**src/sv/mm64a_pkg.sv**
```systemverilog
package mm64a_pkg;

  localparam logic [63:0] MIX_M = 64'hc6a4a7935bd1e995;
  localparam int unsigned MIX_R = 47;

  typedef struct packed {
    logic        start;
    logic [63:0] operand;
  } mul_req_t;

  typedef struct packed {
    logic        done;
    logic [63:0] product;
  } mul_rsp_t;

  function automatic logic [63:0] xor_shift(input logic [63:0] x);
    return x ^ (x >> MIX_R);
  endfunction

endpackage

```
**src/sv/murmur64a_hash_stream_top.sv**
```systemverilog
// Every multiply by M runs on the one shared 32x32 multiplier.
// An item takes n = 0..5 multiplies (length on a first word, three for a
// full word, one for a partial word, one for the finish); a last item then passes through
// S_DONE to hand its hash to the output register.
// Throughput: one item at a time; the next is taken once the current one is through.
// Reset: asynchronous, active low; clears the sequencer, the seed and the output valid.
module murmur64a_hash_stream_top (
  input  logic        clk_i,
  input  logic        rst_ni,
  input  logic        hash_seed_we_i,
  input  logic [63:0] hash_seed_i,
  input  logic        in_valid_i,
  output logic        in_ready_o,
  input  logic [63:0] data_word_i,
  input  logic [3:0]  valid_bytes_i,
  input  logic [31:0] message_length_i,
  input  logic        last_word_i,
  output logic        out_valid_o,
  input  logic        out_ready_i,
  output logic [63:0] hash_value_o
);

  typedef enum logic [7:0] {
    S_IDLE = 8'b0000_0001,
    S_INIT = 8'b0000_0010,
    S_WORD = 8'b0000_0100,
    S_K1   = 8'b0000_1000,
    S_K2   = 8'b0001_0000,
    S_HM   = 8'b0010_0000,
    S_F1   = 8'b0100_0000,
    S_DONE = 8'b1000_0000
  } state_e;

  state_e              state_q, state_d;
  logic [63:0]         seed_q;
  logic [63:0]         h_q, h_d;
  logic                mid_q, mid_d;
  logic [63:0]         word_q;
  logic [3:0]          nb_q;
  logic                last_q;
  logic [63:0]         res_q, res_d;
  logic                out_valid_q, out_valid_d;
  logic [63:0]         hash_q, hash_d;
  logic [63:0]         mask;
  logic [3:0]          nb_sat;
  logic                in_fire;
  mm64a_pkg::mul_req_t mul_req;
  mm64a_pkg::mul_rsp_t mul_rsp;

  mm64a_mul u_mul (
    .clk_i  (clk_i),
    .rst_ni (rst_ni),
    .req_i  (mul_req),
    .rsp_o  (mul_rsp)
  );

  assign in_ready_o = (state_q == S_IDLE);
  assign in_fire    = in_valid_i && in_ready_o;
  assign nb_sat     = (valid_bytes_i > 4'd8) ? 4'd8 : valid_bytes_i;

  always_comb begin
    for (int i = 0; i < 8; i++) begin
      mask[i*8 +: 8] = (4'(i) < nb_q) ? 8'hff : 8'h00;
    end
  end

  always_comb begin
    state_d     = state_q;
    h_d         = h_q;
    mid_d       = mid_q;
    res_d       = res_q;
    hash_d      = hash_q;
    out_valid_d = out_valid_q && !out_ready_i;
    mul_req     = '0;
    unique case (state_q)
      S_IDLE: begin
        if (in_fire) begin
          if (mid_q) begin
            state_d = S_WORD;
          end else begin
            mul_req.start   = 1'b1;
            mul_req.operand = {32'd0, message_length_i};
            state_d         = S_INIT;
          end
        end
      end
      S_INIT: begin
        if (mul_rsp.done) begin
          h_d     = seed_q ^ mul_rsp.product;
          state_d = S_WORD;
        end
      end
      S_WORD: begin
        if (nb_q == 4'd8) begin
          mul_req.start   = 1'b1;
          mul_req.operand = word_q;
          state_d         = S_K1;
        end else if (nb_q != 4'd0) begin
          mul_req.start   = 1'b1;
          mul_req.operand = h_q ^ (word_q & mask);
          state_d         = S_HM;
        end else if (last_q) begin
          mul_req.start   = 1'b1;
          mul_req.operand = mm64a_pkg::xor_shift(h_q);
          state_d         = S_F1;
        end else begin
          mid_d   = 1'b1;
          state_d = S_IDLE;
        end
      end
      S_K1: begin
        if (mul_rsp.done) begin
          mul_req.start   = 1'b1;
          mul_req.operand = mm64a_pkg::xor_shift(mul_rsp.product);
          state_d         = S_K2;
        end
      end
      S_K2: begin
        if (mul_rsp.done) begin
          mul_req.start   = 1'b1;
          mul_req.operand = h_q ^ mul_rsp.product;
          state_d         = S_HM;
        end
      end
      S_HM: begin
        if (mul_rsp.done) begin
          if (last_q) begin
            mul_req.start   = 1'b1;
            mul_req.operand = mm64a_pkg::xor_shift(mul_rsp.product);
            state_d         = S_F1;
          end else begin
            h_d     = mul_rsp.product;
            mid_d   = 1'b1;
            state_d = S_IDLE;
          end
        end
      end
      S_F1: begin
        if (mul_rsp.done) begin
          res_d   = mm64a_pkg::xor_shift(mul_rsp.product);
          h_d     = '0;
          mid_d   = 1'b0;
          state_d = S_DONE;
        end
      end
      S_DONE: begin
        if (!out_valid_q || out_ready_i) begin
          out_valid_d = 1'b1;
          hash_d      = res_q;
          state_d     = S_IDLE;
        end
      end
      default: begin
        state_d = S_IDLE;
      end
    endcase
  end

  always_ff @(posedge clk_i or negedge rst_ni) begin
    if (!rst_ni) begin
      state_q     <= S_IDLE;
      mid_q       <= 1'b0;
      h_q         <= '0;
      seed_q      <= '0;
      out_valid_q <= 1'b0;
    end else begin
      state_q     <= state_d;
      mid_q       <= mid_d;
      h_q         <= h_d;
      out_valid_q <= out_valid_d;
      if (hash_seed_we_i) begin
        seed_q <= hash_seed_i;
      end
    end
  end

  always_ff @(posedge clk_i) begin
    res_q  <= res_d;
    hash_q <= hash_d;
    if (in_fire) begin
      word_q <= data_word_i;
      nb_q   <= nb_sat;
      last_q <= last_word_i;
    end
  end

  assign out_valid_o  = out_valid_q;
  assign hash_value_o = hash_q;

  a_done_when_waiting: assert property (@(posedge clk_i) disable iff (!rst_ni)
    mul_rsp.done |-> (state_q == S_INIT || state_q == S_K1 || state_q == S_K2 ||
                      state_q == S_HM || state_q == S_F1))
    else $error("multiplier result with no consumer");

  a_busy_after_beat: assert property (@(posedge clk_i) disable iff (!rst_ni)
    in_fire |=> !in_ready_o)
    else $error("ready right after an input beat");

  a_out_from_done: assert property (@(posedge clk_i) disable iff (!rst_ni)
    $rose(out_valid_o) |-> $past(state_q == S_DONE))
    else $error("output beat not from finish");

  a_finish_clears: assert property (@(posedge clk_i) disable iff (!rst_ni)
    state_q == S_DONE |-> !mid_q && h_q == '0)
    else $error("accumulator not cleared at message end");

endmodule

```
**src/sv/mm64a_mul.sv**
```systemverilog
// Multiplies a 64-bit operand by MIX_M modulo 2^64 through one 32x32 multiplier.
module mm64a_mul (
  input  logic                clk_i,
  input  logic                rst_ni,
  input  mm64a_pkg::mul_req_t req_i,
  output mm64a_pkg::mul_rsp_t rsp_o
);

  typedef enum logic [2:0] {
    STEP_LL = 3'b001,
    STEP_LH = 3'b010,
    STEP_HL = 3'b100
  } mul_step_e;

  logic [63:0] a_q;
  logic [63:0] acc_q, acc_d;
  mul_step_e   step_q, step_d;
  logic        busy_q, busy_d;
  logic        done_q, done_d;
  logic [31:0] op_a, op_b;
  logic [63:0] pp;

  always_comb begin
    op_a = a_q[31:0];
    op_b = mm64a_pkg::MIX_M[31:0];
    case (step_q)
      STEP_LL: begin
        op_a = a_q[31:0];
        op_b = mm64a_pkg::MIX_M[31:0];
      end
      STEP_LH: begin
        op_a = a_q[31:0];
        op_b = mm64a_pkg::MIX_M[63:32];
      end
      STEP_HL: begin
        op_a = a_q[63:32];
        op_b = mm64a_pkg::MIX_M[31:0];
      end
      default: begin
        op_a = a_q[31:0];
        op_b = mm64a_pkg::MIX_M[31:0];
      end
    endcase
  end

  assign pp = op_a * op_b;

  always_comb begin
    acc_d  = acc_q;
    step_d = step_q;
    busy_d = busy_q;
    done_d = 1'b0;
    if (req_i.start) begin
      step_d = STEP_LL;
      busy_d = 1'b1;
    end else if (busy_q) begin
      if (step_q == STEP_LL) begin
        acc_d  = pp;
        step_d = STEP_LH;
      end else begin
        acc_d = acc_q + {pp[31:0], 32'd0};
        if (step_q == STEP_LH) begin
          step_d = STEP_HL;
        end else begin
          busy_d = 1'b0;
          done_d = 1'b1;
        end
      end
    end
  end

  always_ff @(posedge clk_i or negedge rst_ni) begin
    if (!rst_ni) begin
      step_q <= STEP_LL;
      busy_q <= 1'b0;
      done_q <= 1'b0;
    end else begin
      step_q <= step_d;
      busy_q <= busy_d;
      done_q <= done_d;
    end
  end

  always_ff @(posedge clk_i) begin
    acc_q <= acc_d;
    if (req_i.start) begin
      a_q <= req_i.operand;
    end
  end

  assign rsp_o.done    = done_q;
  assign rsp_o.product = acc_q;

  a_start_idle: assert property (@(posedge clk_i) disable iff (!rst_ni)
    req_i.start |-> !busy_q)
    else $error("multiplier restarted while busy");

  a_done_after_high: assert property (@(posedge clk_i) disable iff (!rst_ni)
    done_q |-> $past(step_q == STEP_HL) && $past(busy_q))
    else $error("multiplier done without final step");

endmodule

```
**config.mk**
```make
export PLATFORM = sky130hd
export DESIGN_NAME = murmur64a_hash_stream_top
export DESIGN_NICKNAME = d
export VERILOG_FILES = /design/src/sv/mm64a_pkg.sv /design/src/sv/murmur64a_hash_stream_top.sv /design/src/sv/mm64a_mul.sv
export SDC_FILE = /design/constraint.sdc
export NUM_CORES = 2
export LEC_CHECK = 0
export BUFFER_PORTS_ARGS = -buffer_cell sky130_fd_sc_hd__buf_2
export CAP_MARGIN = 20
export CORE_MARGIN = 2
export CORE_UTILIZATION = 34
export CTS_CLUSTER_SIZE = 28
export DETAILED_ROUTE_END_ITERATION = 10
export PLACE_DENSITY = 0.53
export SLEW_MARGIN = 0
export SYNTH_ARGS = -nofsm -noshare
export SYNTH_HDL_FRONTEND = slang
export SYNTH_HIERARCHICAL = 1
export SYNTH_SLANG_ARGS = --single-unit
export TNS_END_PERCENT = 1
```
**constraint.sdc**
```tcl
create_clock -name clk_i -period 12.1 [get_ports clk_i]
set_input_delay 2.42 -clock clk_i [delete_from_list [all_inputs] [get_ports clk_i]]
set_output_delay 2.42 -clock clk_i [all_outputs]
set_load 0.005 [all_outputs]
```
==> out/results.tsv <==
stage	metric	value	unit
timing	rsz0062_at_grt	no	
synth	syn_area	47200	um2
synth	synth_flop_cell	edfxtp_1	
critical_path	crit_family	adder cells	
timing	timing.hold.ws	0.415	ns
cts	clkTransAtPathRegs	0.07	ns
cts	ctsHoldBuffers	0	
global_routing	grt_overflow_total	0	
global_routing	grt_max_degree	90	
synth	yosysMostFrequentCell	inv_1	
routing	drc	0	
floorplan	die_h	377	um
synth	post-synth-top-area-cell	fa_1	
synth	synth-seq-cells	468	
synth	synth_common_cells	inv_1 (758), fa_1 (607), ha_1 (436)	
synth	synth_top_family_by_area	adder cells	
synth	synth_area_leaders	fa_1 (26%), edfxtp_1 (21%), ha_1 (12%)	
synth	yosys.cell_types.count	93	
cts	cts_max_level	2	
synth	synth-xor-area-share	0.0266	
critical_path	crit_fanout	10	
global_routing	top_usage_layer	met2	
critical_path	crit_path_top_delay_cell	a211oi_1	
routing	routed_wl	173000	um
synth	synth_edf_count	325	
timing	fin_skew	0.0215	ns
global_routing	antenna_found_initial	11	
cts	cts.sinks	468	
cts	cts_tree	yes	
synth	yosys.area_share.adder	0.373	
critical_path	critPathLaunchType	flip-flop	
synth	ys_seq_area_frac	0.282	
timing	fmax	88.1	MHz
timing	slew_viol_final	0	
cts	cts_buffers	45	
global_routing	met3_usage	0.0274	
timing	hold_viol	0	
floorplan	io_pins	236	
critical_path	end_kind	flip-flop	
routing	ant_nets	0	
floorplan	rows	136	
routing	avgRoutedWirePerCell	26.5	um
critical_path	worstPathArrival	11.68	ns
critical_path	worstPathBufferInverterCount	6	
routing	firstDrtPassIters	5	
global_routing	use_met2	0.379	
timing	slew_headroom	0.281	
critical_path	worstPathRequired	12.43	ns
global_routing	grt.total_usage	0.243	
cts	post_cts_resized	0	
cts	cts_setup_buffers	0	
worst_hold_path	hold_class	flip-flop to flip-flop	
synth	ys_warn_count	6	
timing	layout_min_cycle_time	11.35	ns
cts	root_buffer	clkbuf_16	
synth	syn_inst	4519	
floorplan	start_util	0.343	
placed_design	dp.cells	6423	
placed_design	place_hpwl	142000	um
placed_design	io_buffers	235	
synth	synthSimpleGateAreaFrac	0.0933	
timing	finalSetupViolations	0	
floorplan	dieWidth	377	um
floorplan	die_area	142000	um2
final_layout	finalNonFillerCells	6511	
timing	tightest_slew	1.07	ns
floorplan	core_area	138000	um2
routing	vias_per_cell	5.32	
placed_design	gp_congestion	0.949	
timing	setup-tns-final	0	ns
cts	insertion_delay	0.59	ns
critical_path	worst-setup-path-type	flip-flop to flip-flop	
final_layout	drive_gt1_frac	0.114	
cts	cts_buffer_depth	3	
synth	synth.area.mux_share	0.0249	
routing	drtIter0Drc	3368	
final_layout	syn2layout_area_growth	10.1	%
synth	syn_avg_cell_area	10.5	um2
global_routing	grt_pass1_vias	34800	
synth	synth_top_area_frac	0.257	
run	maxCapViolations	0	
status	status	finished, final reports clean	
final_layout	nets	5889	
routing	vias	34600	
timing	period_share	0.938	
synth	async_reset_ff_frac	0.306	
global_routing	grtUsageMet1	0.363	
global_routing	grt_pass1_wl	250000	um
synth	synth_compound_area_frac	0.120	
critical_path	critPathMaxStageDelay	0.71	ns
through the flow:
stage                util  instance area (um2)  worst slack (ns)
finish              0.378                52000             0.747
global placement    0.366                50400              1.07
global route        0.378                52000            0.0833
detailed placement  0.366                50400             0.866
floorplan               -                47200              2.76
CTS                 0.378                52000             0.819
registers in the layout (all words and copies together) (netlist names):
register,cells
h_q,64
hash_value_o,64
res_q,64
seed_q,64
u_mul/a_q,64
u_mul/acc_q,64
word_q,64
state_q,8
nb_q,4
u_mul/step_q,3
last_q,1
mid_q,1
out_valid_o,1
u_mul/busy_q,1
u_mul/done_q,1
cells by family after synthesis:
group | after synthesis
compound gates | 888
other cells | 2
buf+inv | 962
fa+ha+maj | 1044
simple gates | 905
xor+xnor | 142
mux | 108
flops | 468
cell usage in the layout (no fill, tap or decap), types with 26 or more instances in the layout:
master     instances
nor2_1           201
and2_1            38
o21ai_0          304
buf_2            233
mux2_2            76
a21oi_1          164
nor3_1            34
mux2i_1           31
a31oi_1           26
fa_1             607
xnor2_1           88
clkbuf_16         47
a21o_1            70
ha_1             436
buf_4             73
xor2_1            53
inv_1            757
nor2b_1           86
nand4_1           40
a22oi_1           70
or2_2             26
dfrtp_1          141
edfxtp_1         325
nand3_1           48
nand2_1          325
o211ai_1          38
path summary, 6_finish.rpt:
check	cells after the start	end	startpoint	slack, ns
worst max-delay path	34	u_mul/acc_q[62]$_DFFE_PP_	u_mul/step_q[1]$_DFFE_PN0P_	0.75
worst min-delay path	0	hash_value_o[7]$_DFFE_PP_	res_q[7]$_DFFE_PP_	0.42
worst max register to register	34	u_mul/acc_q[62]$_DFFE_PP_	u_mul/step_q[1]$_DFFE_PN0P_	0.75
worst min register to register	0	hash_value_o[7]$_DFFE_PP_	res_q[7]$_DFFE_PP_	0.42
max in group asynchronous	2	seed_q[36]$_DFFE_PN0P_	rst_ni	8.77
min in group asynchronous	1	seed_q[6]$_DFFE_PN0P_	rst_ni	1.96
final cells by class:
| cell class | count | area, um2 |
|---|---|---|
| fill | 13600 | 85700 |
| multi-input combinational | 3092 | 30300 |
| sequential | 468 | 13300 |
| inverter | 761 | 2860 |
| tap | 1794 | 2240 |
| timing repair buffer | 308 | 1750 |
| clock buffer | 57 | 1230 |
| clock inverter | 27 | 323 |
| antenna | 4 | 10.0 |
metal layers:
layer	routed length [um]	share of wire	up-vias
met2	77700	0.45	1309
met5	0	0	-
li1	-	-	15500
met1	79400	0.46	17700
met3	11100	0.064	183
met4	4370	0.025	0
Power is left out: the tool's default activity adds up to more than one toggle a clock period on the data nets, which glitch-free logic cannot reach.
